[src/hw/rtl/mexp_pkg.sv]
// ----------------------------------------------------------------------------
// mexp_pkg
// Shared types for the modular exponentiation controller and datapath.
// ----------------------------------------------------------------------------
package mexp_pkg;

	typedef enum logic [2:0] {
		ST_IDLE,
		ST_LOAD,
		ST_REDUCE,
		ST_BIT,
		ST_MULMOD,
		ST_DONE
	} mexp_state_t;

	// Multiply-reduce operation selectors
	typedef enum logic [1:0] {
		OP_BASE,
		OP_ACC,
		OP_SQR
	} mexp_op_t;

	typedef struct packed {
		logic     load;      // capture operands
		logic     start_mm;  // start a reduction
		mexp_op_t op;
		logic     shift_e;   // drop exponent bit
		logic     finish;    // present result
	} mexp_cmd_t;

	typedef struct packed {
		logic mm_done;
		logic e_zero;
		logic e_bit;
		logic m_zero;
		logic bits_left;
	} mexp_stat_t;

endpackage

[src/hw/rtl/modular_exponentiation.sv]
// ----------------------------------------------------------------------------
// modular_exponentiation
// Right-to-left square-and-multiply base^exponent mod modulus.
// ----------------------------------------------------------------------------
// channel | dir | tdata (low bit up)                    | tuser
// s_axis  | in  | base_value, exponent, modulus (96b)   | -
// m_axis  | out | power_mod (32b)                       | divide_error
//
// One request at a time. Each multiply-reduce is a multiply followed by
// 2*OPERAND_WIDTH shift-subtract steps, its result taken on the cycle after.
// The base is reduced first; then each exponent bit up to the highest set
// one takes a squaring (zero bit) or an accumulator multiply and a squaring
// (one bit). A zero modulus skips all reductions and sets divide_error.
// Reset clears control only. The result register holds until taken; the
// sequencer stalls in DONE while it is occupied, and a new request is
// accepted once the finished result has moved into it.
module modular_exponentiation import mexp_pkg::*; #(
	parameter int OPERAND_WIDTH = 32
) (
	input  logic        clk,
	input  logic        arst_n,
	input  logic        s_axis_tvalid,
	output logic        s_axis_tready,
	input  logic [95:0] s_axis_tdata,  // base_value, exponent, modulus
	output logic        m_axis_tvalid,
	input  logic        m_axis_tready,
	output logic [31:0] m_axis_tdata,  // power_mod
	output logic        m_axis_tuser   // divide_error
);
	localparam int W = OPERAND_WIDTH;
	mexp_cmd_t    cmd;
	mexp_stat_t   stat;
	logic         busy, start, out_free, err;
	logic [W-1:0] acc;
	logic         ovalid_q;
	logic [31:0]  odata_q;
	logic         oerr_q;

	assign s_axis_tready = !busy;
	assign start         = s_axis_tvalid && s_axis_tready;
	// hold in DONE until the result register is free
	assign out_free      = !ovalid_q || m_axis_tready;

	mexp_ctrl u_ctrl (
		.clk(clk), .arst_n(arst_n), .start(start), .out_free(out_free),
		.stat(stat), .cmd(cmd), .busy(busy)
	);

	mexp_dp #(.W(W)) u_dp (
		.clk(clk), .arst_n(arst_n), .cmd(cmd),
		.b_in(s_axis_tdata[W-1:0]),
		.e_in(s_axis_tdata[32+W-1:32]),
		.m_in(s_axis_tdata[64+W-1:64]),
		.stat(stat), .acc(acc), .err(err)
	);

	always_ff @(posedge clk or negedge arst_n) begin
		if (!arst_n) ovalid_q <= 1'b0;
		else if (cmd.finish) ovalid_q <= 1'b1;
		else if (m_axis_tready) ovalid_q <= 1'b0;
	end

	always_ff @(posedge clk) begin
		if (cmd.finish) begin
			odata_q <= err ? 32'd0 : 32'(acc);
			oerr_q  <= err;
		end
	end

	assign m_axis_tvalid = ovalid_q;
	assign m_axis_tdata  = odata_q;
	assign m_axis_tuser  = oerr_q;

	// a request is never taken while one is in flight
	a_no_start_busy: assert property (@(posedge clk) disable iff (!arst_n)
		busy |-> !start) else $error("request accepted while busy");
	// a result is written only while the result register is free
	a_finish_free: assert property (@(posedge clk) disable iff (!arst_n)
		cmd.finish |-> out_free) else $error("result overwritten");
	// a reduction never starts while the sequencer is idle
	a_mm_busy: assert property (@(posedge clk) disable iff (!arst_n)
		cmd.start_mm |-> busy) else $error("reduction without request");
endmodule

[src/hw/rtl/mexp_ctrl.sv]
// ----------------------------------------------------------------------------
// mexp_ctrl
// Sequencer: walks exponent bits, issues multiply-reduce commands.
// ----------------------------------------------------------------------------
module mexp_ctrl import mexp_pkg::*; (
	input  logic       clk,
	input  logic       arst_n,
	input  logic       start,
	input  logic       out_free,
	input  mexp_stat_t stat,
	output mexp_cmd_t  cmd,
	output logic       busy
);
	mexp_state_t state_q, state_d;
	logic        sqr_q, sqr_d;

	always_ff @(posedge clk or negedge arst_n) begin
		if (!arst_n) begin
			state_q <= ST_IDLE;
			sqr_q   <= 1'b0;
		end else begin
			state_q <= state_d;
			sqr_q   <= sqr_d;
		end
	end

	always_comb begin
		state_d = state_q;
		sqr_d   = sqr_q;
		case (state_q)
			ST_IDLE:   if (start) state_d = ST_LOAD;
			ST_LOAD: begin
				if (stat.m_zero) state_d = ST_DONE;
				else state_d = ST_REDUCE;
			end
			ST_REDUCE: if (stat.mm_done) state_d = ST_BIT;
			ST_BIT: begin
				if (stat.e_zero || !stat.bits_left) state_d = ST_DONE;
				else begin
					state_d = ST_MULMOD;
					sqr_d   = !stat.e_bit;
				end
			end
			ST_MULMOD: begin
				if (stat.mm_done) begin
					if (sqr_q) state_d = ST_BIT;
					else sqr_d = 1'b1;
				end
			end
			ST_DONE:   if (out_free) state_d = ST_IDLE;
			default:   state_d = ST_IDLE;
		endcase
	end

	always_comb begin
		cmd      = '0;
		cmd.op   = OP_BASE;
		busy     = (state_q != ST_IDLE);
		case (state_q)
			ST_LOAD: begin
				cmd.load     = 1'b0;
				cmd.start_mm = !stat.m_zero;
				cmd.op       = OP_BASE;
			end
			ST_BIT: begin
				cmd.start_mm = !(stat.e_zero || !stat.bits_left);
				cmd.op       = stat.e_bit ? OP_ACC : OP_SQR;
			end
			ST_MULMOD: begin
				cmd.start_mm = stat.mm_done && !sqr_q;
				cmd.op       = OP_SQR;
				cmd.shift_e  = stat.mm_done && sqr_q;
			end
			ST_DONE:   cmd.finish = out_free;
			ST_IDLE:   cmd.load = start;
			default:   cmd = '0;
		endcase
	end
endmodule

[src/hw/rtl/mexp_dp.sv]
// ----------------------------------------------------------------------------
// mexp_dp
// Datapath: operand registers, multiplier, shift-subtract reducer.
// ----------------------------------------------------------------------------
module mexp_dp import mexp_pkg::*; #(
	parameter int W = 32
) (
	input  logic       clk,
	input  logic       arst_n,
	input  mexp_cmd_t  cmd,
	input  logic [W-1:0] b_in,
	input  logic [W-1:0] e_in,
	input  logic [W-1:0] m_in,
	output mexp_stat_t stat,
	output logic [W-1:0] acc,
	output logic       err
);
	localparam int CW = $clog2(2*W+1);
	logic [W-1:0]   m_q, e_q, acc_q, pw_q;
	logic [2*W-1:0] prod_q;
	logic [W-1:0]   rem_q;
	logic [CW-1:0]  cnt_q;
	logic [$clog2(W+1)-1:0] bits_q;
	logic           run_q, done_q;
	mexp_op_t       op_q;
	logic [W-1:0]   ma, mb;
	logic [W:0]     sh;

	always_comb begin
		ma = pw_q; mb = pw_q;
		case (cmd.op)
			OP_BASE: begin ma = pw_q; mb = W'(1); end
			OP_ACC:  begin ma = acc_q; mb = pw_q; end
			OP_SQR:  begin ma = pw_q; mb = pw_q; end
			default: begin ma = pw_q; mb = pw_q; end
		endcase
	end

	// restoring step: bring next product bit into remainder
	assign sh = {rem_q, prod_q[2*W-1]};

	always_ff @(posedge clk or negedge arst_n) begin
		if (!arst_n) begin
			run_q  <= 1'b0;
			done_q <= 1'b0;
			cnt_q  <= '0;
			bits_q <= '0;
		end else begin
			done_q <= 1'b0;
			if (cmd.load) bits_q <= ($clog2(W+1))'(W);
			else if (cmd.shift_e) bits_q <= bits_q - 1'b1;
			if (cmd.start_mm) begin
				run_q <= 1'b1;
				cnt_q <= CW'(2*W);
			end else if (run_q) begin
				cnt_q <= cnt_q - 1'b1;
				if (cnt_q == CW'(1)) begin
					run_q  <= 1'b0;
					done_q <= 1'b1;
				end
			end
		end
	end

	always_ff @(posedge clk) begin
		if (cmd.load) begin
			m_q   <= m_in;
			e_q   <= e_in;
			pw_q  <= b_in;
			acc_q <= W'(1);
			err   <= (m_in == '0);
		end
		if (cmd.shift_e) e_q <= e_q >> 1;
		if (cmd.start_mm) begin
			prod_q <= ma * mb;
			rem_q  <= '0;
			op_q   <= cmd.op;
		end else if (run_q) begin
			prod_q <= prod_q << 1;
			rem_q  <= (sh >= {1'b0, m_q}) ? W'(sh - {1'b0, m_q}) : sh[W-1:0];
		end
		if (done_q) begin
			if (op_q == OP_ACC) acc_q <= rem_q;
			else pw_q <= rem_q;
		end
		if (cmd.finish && err) acc_q <= '0;
	end

	assign acc            = acc_q;
	assign stat.mm_done   = done_q;
	assign stat.e_zero    = (e_q == '0);
	assign stat.e_bit     = e_q[0];
	assign stat.m_zero    = (m_q == '0);
	assign stat.bits_left = (bits_q != '0);
endmodule
[config.mk]
export PLATFORM = sky130hd
export DESIGN_NAME = modular_exponentiation
export DESIGN_NICKNAME = d
export VERILOG_FILES = /design/src/hw/rtl/mexp_pkg.sv /design/src/hw/rtl/modular_exponentiation.sv /design/src/hw/rtl/mexp_ctrl.sv /design/src/hw/rtl/mexp_dp.sv
export SDC_FILE = /design/constraint.sdc
export NUM_CORES = 2
export LEC_CHECK = 0
export ABC_AREA = 1
export BUFFER_PORTS_ARGS = -buffer_cell sky130_fd_sc_hd__buf_2
export CAP_MARGIN = 20
export CORE_MARGIN = 5
export CORE_UTILIZATION = 50
export DETAILED_ROUTE_END_ITERATION = 16
export PLACE_DENSITY_LB_ADDON = 0.1
export SKIP_LAST_GASP = 1
export SLEW_MARGIN = 5
export SYNTH_ARGS = -nofsm -noshare
export SYNTH_HDL_FRONTEND = slang
export SYNTH_HIERARCHICAL = 1
export SYNTH_SLANG_ARGS = --single-unit
[constraint.sdc]
create_clock -name clk -period 13.43 [get_ports clk]
set_input_delay 2.0145 -clock clk [delete_from_list [all_inputs] [get_ports clk]]
set_output_delay 2.0145 -clock clk [all_outputs]
set_load 0.02 [all_outputs]
; Word-level counts from Yosys, hierarchy flattened
; Cells that the tools add are included.
[op_classes]
n_mux = 41
n_eq_ne = 14
order_cmp = 1
n_mul = 1
addsub = 3
n_reduce_logical = 26
[op_table]
columns = cell, n
row1 = two-way mux 32 bit, 9
row2 = two-way mux 64 bit, 2
row3 = logical NOT 32 bit, 3
row4 = multiplier 32 x 32 -> 64 bit, 1
row5 = two-way mux 31 bit, 2
row6 = >= comparator 33 x 32 -> 1 bit, 1
row7 = subtractor 32 bit, 1
row8 = two-way mux 3 bit, 6
row9 = case mux 3 bit (6 select lines), 1
row10 = two-way mux 1 bit, 14
row11 = two-way mux 7 bit, 2
row12 = two-way mux 6 bit, 2
row13 = "!= test 2 x 1 -> 1 bit, second input constant", 5
row14 = case mux 3 bit (3 select lines), 1
row15 = nonzero test 2 bit, 4
row16 = "== test 7 x 1 -> 1 bit, second input constant", 1
row17 = logical NOT 1 bit, 7
row18 = "subtractor 7 x 1 -> 7 bit, second input constant", 1
row19 = "== test 3 x 2 -> 1 bit, second input constant", 2
row20 = "== test 3 bit, second input constant", 2
row21 = nonzero test 6 bit, 1
row22 = "subtractor 6 x 1 -> 6 bit, second input constant", 1
row23 = AND reduction 5 bit, 1
row24 = "== test 2 x 1 -> 1 bit, second input constant", 2
row25 = other kinds (10), 14
[word_totals]
wordCells = 104
ff_bits = 280

; Logic depth before layout (Yosys ltp)
[depth]
word_depth = 9
depth_mapped = 42
mapped_depth_nobuf = 40

; Modules after synthesis
; Netlist, hierarchy kept.
[modules_own_cells]
columns = module, seq_area_each_um2, area_each_um2, instances, cells_each
row1 = mexp_dp, 6221.0, 46893.7, 1, 6096
row2 = modular_exponentiation, 1016.0, 1316.3, 1, 108
row3 = mexp_ctrl, 100.1, 387.9, 1, 60

; Least setup slack after synthesis
; Ideal clock, no wire load.
[synth_path]
path_type = register -> register
startpoint = register u_ctrl.state_q[2]
endpoint = register u_dp.prod_q[37] (data pin)
path_slack_ps = 5694
required_ps = 13176
arrival_ps = 7482
synth_period_minus_slack_ps = 7736
n_path_buf = 2
stages_incl_launch_ff = 36
cell_sequence = dfrtp_1 > inv_2 > nand2_2 > nor2_4 > inv_1 > o21ai_0 > nor2_1 > inv_2 > clkbuf_1 > nand2_1 > o21a_1 > inv_1 > clkbuf_1 > nor2_1 > fa_1 > inv_1 > fa_1 > inv_1 > fa_1 > inv_1 > fa_1 > inv_1 > fa_1 > fa_1 > fa_1 > fa_1 > ha_1 > nand2_1 > nor2_1 > inv_1 > nor3_1 > o21ai_0 > nand3_1 > nand2_1 > nand3_1 > nand2_1
[synth_lines]
columns = element, line_no
row1 = "start, declared", mexp_ctrl.sv:14  ; mexp_state_t state_q, state_d;
row2 = "start signal, assigned", mexp_ctrl.sv:22  ; state_q <= state_d;
row3 = "end signal, assigned", mexp_dp.sv:75  ; prod_q <= ma * mb;
row4 = "end signal, assigned", mexp_dp.sv:79  ; prod_q <= prod_q << 1;
row5 = "end, declared", mexp_dp.sv:20  ; logic [2*W-1:0] prod_q;

==> results.tsv <==
metric	value	unit
outcome	finished, final reports clean	
multi_input_area	34800	sq um
vdd_drop_max	90.3	uV
ys_ff_latch	280	
power	1.88	mW
crit_slowest_cell	inv_1	
syn_area_per_cell	7.76	sq um
fillCellCount	9492	
grt_start_max_net_pins	99	
ys_async_sr_fraction	7.14	%
worst_setup_path_end_kind	register	
gp_congestion	0.998	
cts_tree	built	
synth_nets	7559	
finalSetupViolCount	0	
finish.utilization	53.4	%
wl_per_cell	23.4	microns
drive_gt1_share	5.35	%
drt-total-wl	177000	microns
drtIter0Drc	4166	
grt_pass1_vias	42200	
post-place-ws	2.97	ns
clock_path_buffers	3	
path_max_fanout	64	
worstPathRequired	13.76	ns
rr_startpoint	u_ctrl/state_q[2]$_DFFE_PN0P_	
rsz0062_at_grt	false	
die_y	322	microns
fmax	94.4	MHz
tns	0	ns
synth_cells	6264	
worst_slack	2.84	ns
final.setup_skew	0.0282	ns
htree_levels	2	
yosys_warnings	6	
hold_start	u_dp/e_q[31]$_SDFFE_PP0P_	
chipWidth	322	microns
gr-usage-all-layers	34.7	%
rows	114	
grt_first_pass_wirelength	267000	microns
nets	7565	
path_class	reg2reg	
finalInstanceArea	51600	sq um
io_pins	135	
holdWs	0.472	ns
cts.clk_slew.worst_paths	0.06	ns
yosys_most_used_dff	edfxtp_1	
critical-path-max-stage-delay	0.81	ns
drt-vias-per-instance	5.41	
ant_nets	0	
cts_resized	0	
drv_slew	0	
area_growth	6.15	%
maxCapViolCount	0	
antenna_found_initial	2	
port_buffers	134	
worstMarginPinSlew	1.14	ns
synth_cell_types	43	
instances_no_fill	7575	
core-area	96600	sq um
seq_area	7340	sq um
critPathLaunchType	register	
cts_buffers	36	
clk_latency	0.59	ns
initial_core_util	50.3	%
hold_viol	0	
via_count	41000	
cp.arrival	10.92	ns
synth_area	48600	sq um
ys_seq_area_share	15.1	%
postCtsSetupBuffers	0	
clock-sinks	280	
finalCritPeriodShare	78.8	%
cpMostUsedCell	fa_1	
hp-class	reg2reg	
die-area	104000	sq um
dp_cells	7506	
dp_hpwl	143000	microns
root_buffer	clkbuf_16	
route.detailed.drc	0	
powerDensity	36.5	nW/um^2
place_area	50400	sq um
period_minus_slack	10.59	ns
drt_first_pass_iters	6	
p_leak	27.6	nW
slew_headroom	23.6	%
overflow	0	
ctsHoldBuffers	0	
synth-edff-count	163	
crit_start	u_ctrl/state_q[2]$_DFFE_PN0P_	
[worst max-delay path: cells and delay by family (launching register included)]
family | cells | cell delay [ns]
adders and majority gates | 9 | 4.67
DFF | 1 | 0.45
and+or+nand+nor | 14 | 2.34
buffers and inverters | 6 | 1.91
AOI/OAI and AO/OA | 2 | 0.86
[layer usage]
layer | routed length, microns | GRT usage, %
met5 | 31 | 0
met4 | 9730 | 15.2
met3 | 17700 | 8.34
met2 | 76900 | 52.7
met1 | 72700 | 47.6
[final timing paths]
check	end	slack, ns	depth (start not counted)
setup / recovery	u_dp/prod_q[41]$_DFFE_PP_	2.84	31
min in group asynchronous	u_dp/cnt_q[0]$_DFFE_PN0P_	1.49	1
hold reg to reg	u_dp/e_q[31]$_SDFFE_PP0P_	0.47	2
hold / removal	u_dp/e_q[31]$_SDFFE_PP0P_	0.47	2
max in group asynchronous	u_dp/bits_q[2]$_DFFE_PN0P_	11.46	1
setup reg to reg	u_dp/prod_q[41]$_DFFE_PP_	2.84	31
[cell usage after synthesis, types with 2 or more instances]
cell type	n	share of area [%]
o21a_1	31	0.48
nand2_4	2	0.046
clkinv_1	6	0.046
inv_2	15	0.12
nand4_1	26	0.33
nand3b_1	22	0.34
edfxtp_1	163	10
inv_1	1435	11
o22ai_1	2	0.026
nor2_2	24	0.31
buf_2	92	0.95
clkbuf_1	123	0.95
buf_4	5	0.077
ha_1	298	7.7
xnor2_1	39	0.70
dfxtp_1	97	4.0
nor3_1	20	0.21
and3_1	4	0.051
a21oi_1	116	1.2
nand2_1	1583	12
fa_1	897	37
buf_6	6	0.14
xor2_1	4	0.072
dfrtp_1	20	1.0
o21ai_1	20	0.21
o21bai_1	12	0.19
nand2_2	10	0.13
nand3_2	2	0.041
nor4_1	30	0.39
and2_1	4	0.051
nor2_1	795	6.1
nand3_1	185	1.9
nor2_4	2	0.046
nor3_2	2	0.041
o21ai_0	153	1.6
or2_2	3	0.039
buf_1	10	0.077
[cells by family (layout without fill, tap and decap cells)]
logic type	after synthesis	in the layout	synth area share (%)
XOR/XNOR	43	43	0.775
flip-flops	280	280	15.1
AO/OA/AOI/OAI	339	339	3.76
buffers and inverters	1692	1724	13.4
other	0	3	0
AND/OR/NAND/NOR	2715	2715	22.3
adder cells (fa/ha/maj)	1195	1195	44.6
[registers in the layout (all words and copies together), names as in the netlist, 6 cells and up]
register      count
u_dp/prod_q      64
m_axis_tdata     32
u_dp/acc         32
u_dp/e_q         32
u_dp/m_q         32
u_dp/pw_q        32
u_dp/rem_q       32
u_dp/cnt_q        7
u_dp/bits_q       6
[where the power goes]
group | leakage (nW) | total [mW] | internal (mW) | switching, mW
logic | 24.8 | 0.0235 | 0.0122 | 0.0112
clock network | 0.568 | 0.957 | 0.544 | 0.413
registers | 2.23 | 0.903 | 0.902 | 0.000139
total | 27.6 | 1.88 | 1.46 | 0.424
[cell type report]
type	instances	area share, %
diodes	3	0.0146
clock buffers	47	1.91
clock inverters	17	0.313
inverters	1456	10.6
multi-input cells	4292	67.5
flip-flops and latches	280	14.2
well taps	1276	3.09
repair buffers	204	2.38
[cells in the final DEF, fill, tap and decap left out, drive strengths merged, types with 12 or more instances in the layout]
cell type,synthesis,layout
clkbuf,123,47
nand3,187,187
inv,1450,1451
dfxtp,97,97
nand4,26,26
buf,113,204
nor3,22,22
nor2,821,821
o21ai,173,173
fa,897,897
o21a,31,31
nand2,1595,1595
edfxtp,163,163
xnor2,39,39
o21bai,12,12
nand3b,22,22
ha,298,298
dfrtp,20,20
nor4,30,30
a21oi,118,118
clkinv,6,21
(Power assumes the default switching activity.)
